### src/sv/u8l1_pkg.sv
`default_nettype none

package u8l1_pkg;

    // Latin-1 replacement character
    localparam logic [7:0] REPL_CHAR = 8'h3F;

    // One result item as it leaves the block
    typedef struct packed {
        logic [7:0] out_char;
        logic       char_valid;
        logic       final_result;
    } t_res;

    // Results caused by one input item, in order; n_res is 0, 1 or 2
    typedef struct packed {
        logic [1:0] n_res;
        t_res       res0;
        t_res       res1;
    } t_dec_res;

endpackage

`default_nettype wire

### src/sv/u8l1_if.sv
`default_nettype none

// Byte stream into the decoder
interface u8l1_in_if;
    logic       valid;
    logic       ready;
    logic [7:0] in_byte;
    logic       end_of_text;

    modport source (output valid, output in_byte, output end_of_text, input ready);
    modport sink   (input valid, input in_byte, input end_of_text, output ready);
endinterface

// Latin-1 character stream out of the decoder
interface u8l1_out_if;
    logic       valid;
    logic       ready;
    logic [7:0] out_char;
    logic       char_valid;
    logic       final_result;

    modport source (output valid, output out_char, output char_valid, output final_result,
                    input ready);
    modport sink   (input valid, input out_char, input char_valid, input final_result,
                    output ready);
endinterface

`default_nettype wire

### src/sv/u8l1_decode.sv
`default_nettype none

module u8l1_decode (
    input  wire logic                i_clk,
    input  wire logic                i_rst_n,
    input  wire logic                i_accept,
    input  wire logic [7:0]          i_byte,
    input  wire logic                i_eot,
    output u8l1_pkg::t_dec_res       o_res
);
    import u8l1_pkg::*;

    logic [1:0]  r_pend;
    logic [20:0] r_acc;
    logic        r_skip;
    logic [1:0]  n_pend;
    logic [20:0] n_acc;
    logic        n_skip;

    logic        cont;
    logic [20:0] acc_shift;
    logic        e_cut;
    logic        e_main;
    logic        e_eot;
    logic [7:0]  main_char;
    logic [1:0]  cnt;

    assign cont      = (i_byte[7:6] == 2'b10);
    assign acc_shift = {r_acc[14:0], i_byte[5:0]};

    // Next state and the characters this item causes
    always_comb begin
        n_pend    = r_pend;
        n_acc     = r_acc;
        n_skip    = r_skip;
        e_cut     = 1'b0;
        e_main    = 1'b0;
        main_char = REPL_CHAR;
        if (r_skip && cont) begin
            // drop stray continuation byte
        end else begin
            n_skip = 1'b0;
            if (r_pend != 2'd0 && cont) begin
                n_acc  = acc_shift;
                n_pend = r_pend - 2'd1;
                if (r_pend == 2'd1) begin
                    e_main    = 1'b1;
                    main_char = (|acc_shift[20:8]) ? REPL_CHAR : acc_shift[7:0];
                    n_acc     = '0;
                end
            end else begin
                // sequence cut short: flag it, then treat the byte as a lead
                if (r_pend != 2'd0) begin
                    e_cut  = 1'b1;
                    n_pend = 2'd0;
                    n_acc  = '0;
                end
                if (!i_byte[7]) begin
                    e_main    = 1'b1;
                    main_char = i_byte;
                end else if (i_byte[7:5] == 3'b110) begin
                    n_acc  = {16'd0, i_byte[4:0]};
                    n_pend = 2'd1;
                end else if (i_byte[7:4] == 4'b1110) begin
                    n_acc  = {17'd0, i_byte[3:0]};
                    n_pend = 2'd2;
                end else if (i_byte[7:3] == 5'b11110) begin
                    n_acc  = {18'd0, i_byte[2:0]};
                    n_pend = 2'd3;
                end else begin
                    e_main    = 1'b1;
                    main_char = REPL_CHAR;
                    n_skip    = 1'b1;
                end
            end
        end
        e_eot = i_eot && (n_pend != 2'd0);
        if (i_eot) begin
            n_pend = 2'd0;
            n_acc  = '0;
            n_skip = 1'b0;
        end
    end

    // Order the results: cut-short mark, main character, end-of-text mark
    always_comb begin
        cnt = {1'b0, e_cut} + {1'b0, e_main} + {1'b0, e_eot};
        if (cnt == 2'd3) begin
            cnt = 2'd2;
        end
        o_res.res0.out_char     = (!e_cut && e_main) ? main_char : REPL_CHAR;
        o_res.res0.char_valid   = 1'b1;
        o_res.res0.final_result = i_eot && (cnt == 2'd1);
        o_res.res1.out_char     = (e_cut && e_main) ? main_char : REPL_CHAR;
        o_res.res1.char_valid   = 1'b1;
        o_res.res1.final_result = i_eot;
        if (i_eot && cnt == 2'd0) begin
            // marker only
            o_res.res0.out_char     = 8'd0;
            o_res.res0.char_valid   = 1'b0;
            o_res.res0.final_result = 1'b1;
            cnt = 2'd1;
        end
        o_res.n_res = cnt;
    end

    // Hold decoder state between items
    always_ff @(posedge i_clk) begin
        if (!i_rst_n) begin
            r_pend <= '0;
            r_acc  <= '0;
            r_skip <= 1'b0;
        end else if (i_accept) begin
            r_pend <= n_pend;
            r_acc  <= n_acc;
            r_skip <= n_skip;
        end
    end

    a_skip_excl: assert property (@(posedge i_clk) disable iff (!i_rst_n)
        !(r_skip && r_pend != 2'd0))
        else $error("skip mode while a sequence is pending");
    a_acc_idle: assert property (@(posedge i_clk) disable iff (!i_rst_n)
        (r_pend == 2'd0) |-> (r_acc == 21'd0))
        else $error("accumulator not clear with nothing pending");
    a_eot_clear: assert property (@(posedge i_clk) disable iff (!i_rst_n)
        (i_accept && i_eot) |=> (r_pend == 2'd0 && !r_skip && r_acc == 21'd0))
        else $error("state not cleared after end of text");
    a_eot_result: assert property (@(posedge i_clk) disable iff (!i_rst_n)
        (i_accept && i_eot) |-> (o_res.n_res != 2'd0))
        else $error("end of text gave no result");

endmodule

`default_nettype wire

### src/sv/u8l1_outq.sv
`default_nettype none

module u8l1_outq (
    input  wire logic                i_clk,
    input  wire logic                i_rst_n,
    input  wire logic                i_push,
    input  wire u8l1_pkg::t_dec_res  i_res,
    output logic                     o_space,
    output logic                     o_valid,
    input  wire logic                i_ready,
    output u8l1_pkg::t_res           o_head
);
    import u8l1_pkg::*;

    logic [1:0] r_cnt;
    t_res       r_q0;
    t_res       r_q1;
    logic       pop;

    assign pop     = o_valid && i_ready;
    assign o_valid = (r_cnt != 2'd0);
    assign o_head  = r_q0;
    // Room for two results once the head leaves
    assign o_space = (r_cnt == 2'd0) || (r_cnt == 2'd1 && pop);

    // Count results held
    always_ff @(posedge i_clk) begin
        if (!i_rst_n) begin
            r_cnt <= '0;
        end else if (i_push) begin
            r_cnt <= i_res.n_res;
        end else if (pop) begin
            r_cnt <= r_cnt - 2'd1;
        end
    end

    // Load a fresh pair or advance the second slot to the head
    always_ff @(posedge i_clk) begin
        if (i_push) begin
            r_q0 <= i_res.res0;
            r_q1 <= i_res.res1;
        end else if (pop) begin
            r_q0 <= r_q1;
        end
    end

    a_cnt_range: assert property (@(posedge i_clk) disable iff (!i_rst_n)
        r_cnt != 2'd3)
        else $error("result queue count out of range");
    a_push_load: assert property (@(posedge i_clk) disable iff (!i_rst_n)
        i_push |=> (r_cnt == $past(i_res.n_res)))
        else $error("result queue not loaded with new results");
    a_push_room: assert property (@(posedge i_clk) disable iff (!i_rst_n)
        i_push |-> (r_cnt == 2'd0 || pop))
        else $error("results pushed over undelivered results");

endmodule

`default_nettype wire

### src/sv/utf8_to_latin1_stream_decoder.sv
// A result item is registered in the result queue and offered in the cycle
// after its byte is accepted. One byte per cycle while each byte yields at
// most one result and the output is ready; a byte that yields two results
// holds the next byte until the two-entry result queue drains to one entry.
// Reset: synchronous, active low; clears decoder state and empties the queue.
`default_nettype none

module utf8_to_latin1_stream_decoder (
    input  wire logic  i_clk,
    input  wire logic  i_rst_n,
    u8l1_in_if.sink    i_in,
    u8l1_out_if.source o_out
);
    import u8l1_pkg::*;

    logic     accept;
    logic     space;
    t_dec_res dec_res;
    t_res     head;

    assign i_in.ready = space;
    assign accept     = i_in.valid && space;

    u8l1_decode u_decode (
        .i_clk    (i_clk),
        .i_rst_n  (i_rst_n),
        .i_accept (accept),
        .i_byte   (i_in.in_byte),
        .i_eot    (i_in.end_of_text),
        .o_res    (dec_res)
    );

    u8l1_outq u_outq (
        .i_clk   (i_clk),
        .i_rst_n (i_rst_n),
        .i_push  (accept),
        .i_res   (dec_res),
        .o_space (space),
        .o_valid (o_out.valid),
        .i_ready (o_out.ready),
        .o_head  (head)
    );

    assign o_out.out_char     = head.out_char;
    assign o_out.char_valid   = head.char_valid;
    assign o_out.final_result = head.final_result;

endmodule

`default_nettype wire
### src/flat_wrapper.sv
// flat-port wrapper written by rule: the top's interface ports become plain ports
module utf8_to_latin1_stream_decoder_flat import u8l1_pkg::*;
  (i_clk, i_rst_n, i_in_valid, i_in_in_byte, i_in_end_of_text, i_in_ready, o_out_valid, o_out_out_char, o_out_char_valid, o_out_final_result, o_out_ready);
  u8l1_in_if i_in_i ();
  u8l1_out_if o_out_i ();
  input  wire logic i_clk;
  input  wire logic i_rst_n;
  input wire logic [$bits(i_in_i.valid)-1:0] i_in_valid;
  input wire logic [$bits(i_in_i.in_byte)-1:0] i_in_in_byte;
  input wire logic [$bits(i_in_i.end_of_text)-1:0] i_in_end_of_text;
  output wire logic [$bits(i_in_i.ready)-1:0] i_in_ready;
  output wire logic [$bits(o_out_i.valid)-1:0] o_out_valid;
  output wire logic [$bits(o_out_i.out_char)-1:0] o_out_out_char;
  output wire logic [$bits(o_out_i.char_valid)-1:0] o_out_char_valid;
  output wire logic [$bits(o_out_i.final_result)-1:0] o_out_final_result;
  input wire logic [$bits(o_out_i.ready)-1:0] o_out_ready;
  assign i_in_i.valid = i_in_valid;
  assign i_in_i.in_byte = i_in_in_byte;
  assign i_in_i.end_of_text = i_in_end_of_text;
  assign i_in_ready = i_in_i.ready;
  assign o_out_valid = o_out_i.valid;
  assign o_out_out_char = o_out_i.out_char;
  assign o_out_char_valid = o_out_i.char_valid;
  assign o_out_final_result = o_out_i.final_result;
  assign o_out_i.ready = o_out_ready;
  utf8_to_latin1_stream_decoder u_core (.i_clk(i_clk), .i_rst_n(i_rst_n), .i_in(i_in_i), .o_out(o_out_i));
endmodule
### config.mk
export PLATFORM = sky130hd
export DESIGN_NAME = utf8_to_latin1_stream_decoder_flat
export DESIGN_NICKNAME = d
export VERILOG_FILES = /design/src/sv/u8l1_pkg.sv /design/src/sv/u8l1_if.sv /design/src/sv/u8l1_decode.sv /design/src/sv/u8l1_outq.sv /design/src/sv/utf8_to_latin1_stream_decoder.sv /design/src/flat_wrapper.sv
export SDC_FILE = /design/constraint.sdc
export NUM_CORES = 1
export LEC_CHECK = 0
export ABC_AREA = 1
export BUFFER_PORTS_ARGS = -buffer_cell sky130_fd_sc_hd__buf_2
export CORE_MARGIN = 2
export CORE_UTILIZATION = 25
export CTS_BUF_LIST = sky130_fd_sc_hd__clkbuf_8
export DETAILED_ROUTE_END_ITERATION = 12
export MAX_ROUTING_LAYER = met4
export PLACE_DENSITY = 0.49
export RECOVER_POWER = 100
export SYNTH_ARGS = -nofsm -noshare
export SYNTH_HDL_FRONTEND = slang
export SYNTH_HIERARCHICAL = 1
export SYNTH_SLANG_ARGS = --single-unit
### constraint.sdc
create_clock -name i_clk -period 3.19 [get_ports i_clk]
set_input_delay 0.1595 -clock i_clk [delete_from_list [all_inputs] [get_ports i_clk]]
set_output_delay 0.1595 -clock i_clk [all_outputs]
set_load 0.02 [all_outputs]
==> flow_summary.yaml <==
yosys:
  yosysTopAreaCellShare_pct: 26.88
  ys_ff_latch: 40
  syn_nets: 309
  synth-main-ff-cell: "edfxtp_1"
  synth_area_mm2: 0.002235
  async_reset_ff_share_pct: 0
  yosysUniqueCellTypes: 31
  yosysMostFrequentCell: "nand2_1"
  ys_seq_area_share_pct: 44.79
  yosysTopAreaCell: "edfxtp_1"
  avgSynthCellArea_um2: 7.679
  yosys-top-cells-count: "nand2_1, nor2_1, inv_1, nand3_1"
  synth-edff-count: 20
  ys_top_cells_by_area: "edfxtp_1, dfxtp_1, nand2_1"
  post_synth_inst_count: 291
  synth_warnings: 6
setup_path:
  cp.required_ps: 3240
  startpoint_type: "flop"
  crit_type: "reg -> reg"
  cp-end-kind: "flop"
  cp_data_arrival_time_ps: 2770
  path_max_fanout: 6
floorplanning:
  pin_count: 25
  die_area_mm2: 0.009711
  coreArea_mm2: 0.008678
  die_w_um: 98.55
  row_count: 34
  initial_utilization_pct: 25.75
  die_y_um: 98.55
clock_network:
  clkSinkCount: 40
  numCtsBuffers: 5
  post_cts_resize_count: 0
  ctsRootBufferMaster: "clkbuf_8"
  holdBufCountCts: 0
  postCtsSetupRepairBufs: 0
  cts_tree: "built"
  path_clk_slew_ps: 80
  insertion_delay_ps: 290
  htree_num_levels: 2
  clock_path_buffers: 2
timing:
  fin_hold_ws_ps: 121.6
  slew-limit-headroom_pct: 28.48
  finalHoldViolations: 0
  rsz0062_at_grt: "no"
  post-route-min-period_ps: 2719
  fmax_ghz: 0.3678
  drv_slew: 0
  fin_tns_setup_ps: 0
  setup_viol: 0
  period_share_pct: 85.23
  finClkSkew_ps: 6.147
  worst_pin_slew_ps: 1073
detailed_routing:
  wl_mm: 4.976
  wl_per_cell_um: 11.74
  drc_errors: 0
  vias: 1838
  viasPerCell: 4.335
  dr.pass1.iters: 4
  drt_iter0_drc: 80
  ant_nets: 0
place:
  port_buffers: 24
  place_area_mm2: 0.002446
  dp.cells: 416
  dp_hpwl_mm: 3.765
  gp_congestion: 0.8492
layout:
  area_growth_pct: 11.59
  fin_cells: 424
  drive_gt1_share_pct: 12.66
  regArea_mm2: 0.001001
  diodes: 0
  fin_area_mm2: 0.002494
  n_fill_cell: 985
  nets: 333
  multi_input_area_mm2: 0.001030
flow_run:
  cap_violations: 0
hold_path:
  hold_class: "in -> reg"
global_route:
  grt_remaining_overflow: 0
  grt_first_pass_wirelength_mm: 8.604
  grt_max_degree: 26
  antenna_found_initial: 0
  first_global_vias: 1853
  grt_use_total_pct: 11.40
pwr:
  vdd_ir_drop_max_uv: 181.3
  p_per_area_mw_per_mm2: 667.2
  total_power_mw: 1.664
  p_leak_nw: 1.027
outcome:
  status: "finished clean"
registers in the layout, summed over array words and instances (netlist names):
| signal | flops |
|---|---|
| u_core/u_decode/r_skip | 1 |
| u_core/u_outq/r_q1 | 10 |
| u_core/u_outq/o_head | 10 |
| u_core/u_decode/r_acc | 15 |
| u_core/u_decode/r_pend | 2 |
| u_core/u_outq/r_cnt | 2 |
per-stage QoR:
step | setup WS, ps | util [%]
3_5_place_dp | 584.0 | 28.19
2_1_floorplan | 837.9 | -
6_report | 471.3 | 28.73
3_3_place_gp | 649.9 | 28.19
4_1_cts | 556.4 | 29.41
5_1_grt | 152.9 | 28.73
cell type report:
type                       instances  area share [%]
multi-input combinational        214           41.29
clock buffer                       5           2.760
clock inverter                     3           1.505
tap                              108           5.419
inverter                          29           4.566
sequential                        40           40.14
timing repair buffer              25           4.315
metal layers:
metal	global-route usage [%]	part of all wire (%)	up-vias
li1	-	-	971
met1	13.56	49	828
met2	18.32	45	30
met3	2.340	3.1	9
met4	5.796	2.5	0
met5	-	0	-
path summary, 6_finish.rpt:
kind         slack, ps                        end                      start  cells after the start
max                470    u_core/u_outq/o_head[4]  u_core/u_decode/r_pend[0]                     16
min                120     u_core/u_outq/r_cnt[0]                    i_rst_n                      3
max reg2reg        470    u_core/u_outq/o_head[4]  u_core/u_decode/r_pend[0]                     16
min reg2reg        490  u_core/u_decode/r_acc[10]  u_core/u_decode/r_acc[10]                      2
critical path: stages (launching register included):
cell	delay, ps
dfxtp_1	390
inv_1	80
ha_1	260
inv_1	90
nand3_1	170
nor2_1	130
nor2_1	50
nand3_1	100
nand2_1	60
nand3_1	60
nand2_1	70
fa_1	510
nand2_1	110
inv_1	190
nor2_1	80
nand2_1	60
nand2_1	70
kinds of logic after synthesis:
family / synth area share (%)
AO/OA/AOI/OAI: 7.838
adder cells (fa/ha/maj): 3.136
buffers and inverters: 7.391
flip-flops: 44.79
other: 0.3361
AND/OR/NAND/NOR: 36.51
where the power goes:
part | internal [mW] | switching, mW
combinational | 0.145 | 0.417
sequential | 0.669 | 0.0284
clock | 0.228 | 0.177
total | 1.04 | 0.622
layout by cell type, fill, tap and decap left out, types with 5 or more instances in the layout:
cell type	count
edfxtp_1	20
nand3_1	22
nor3_1	8
nor2_1	36
nand2_1	104
inv_1	22
clkbuf_8	5
dfxtp_1	20
clkbuf_1	14
buf_2	11
a21oi_1	11
a21oi_2	8
Power figures use the tool's default switching activity.
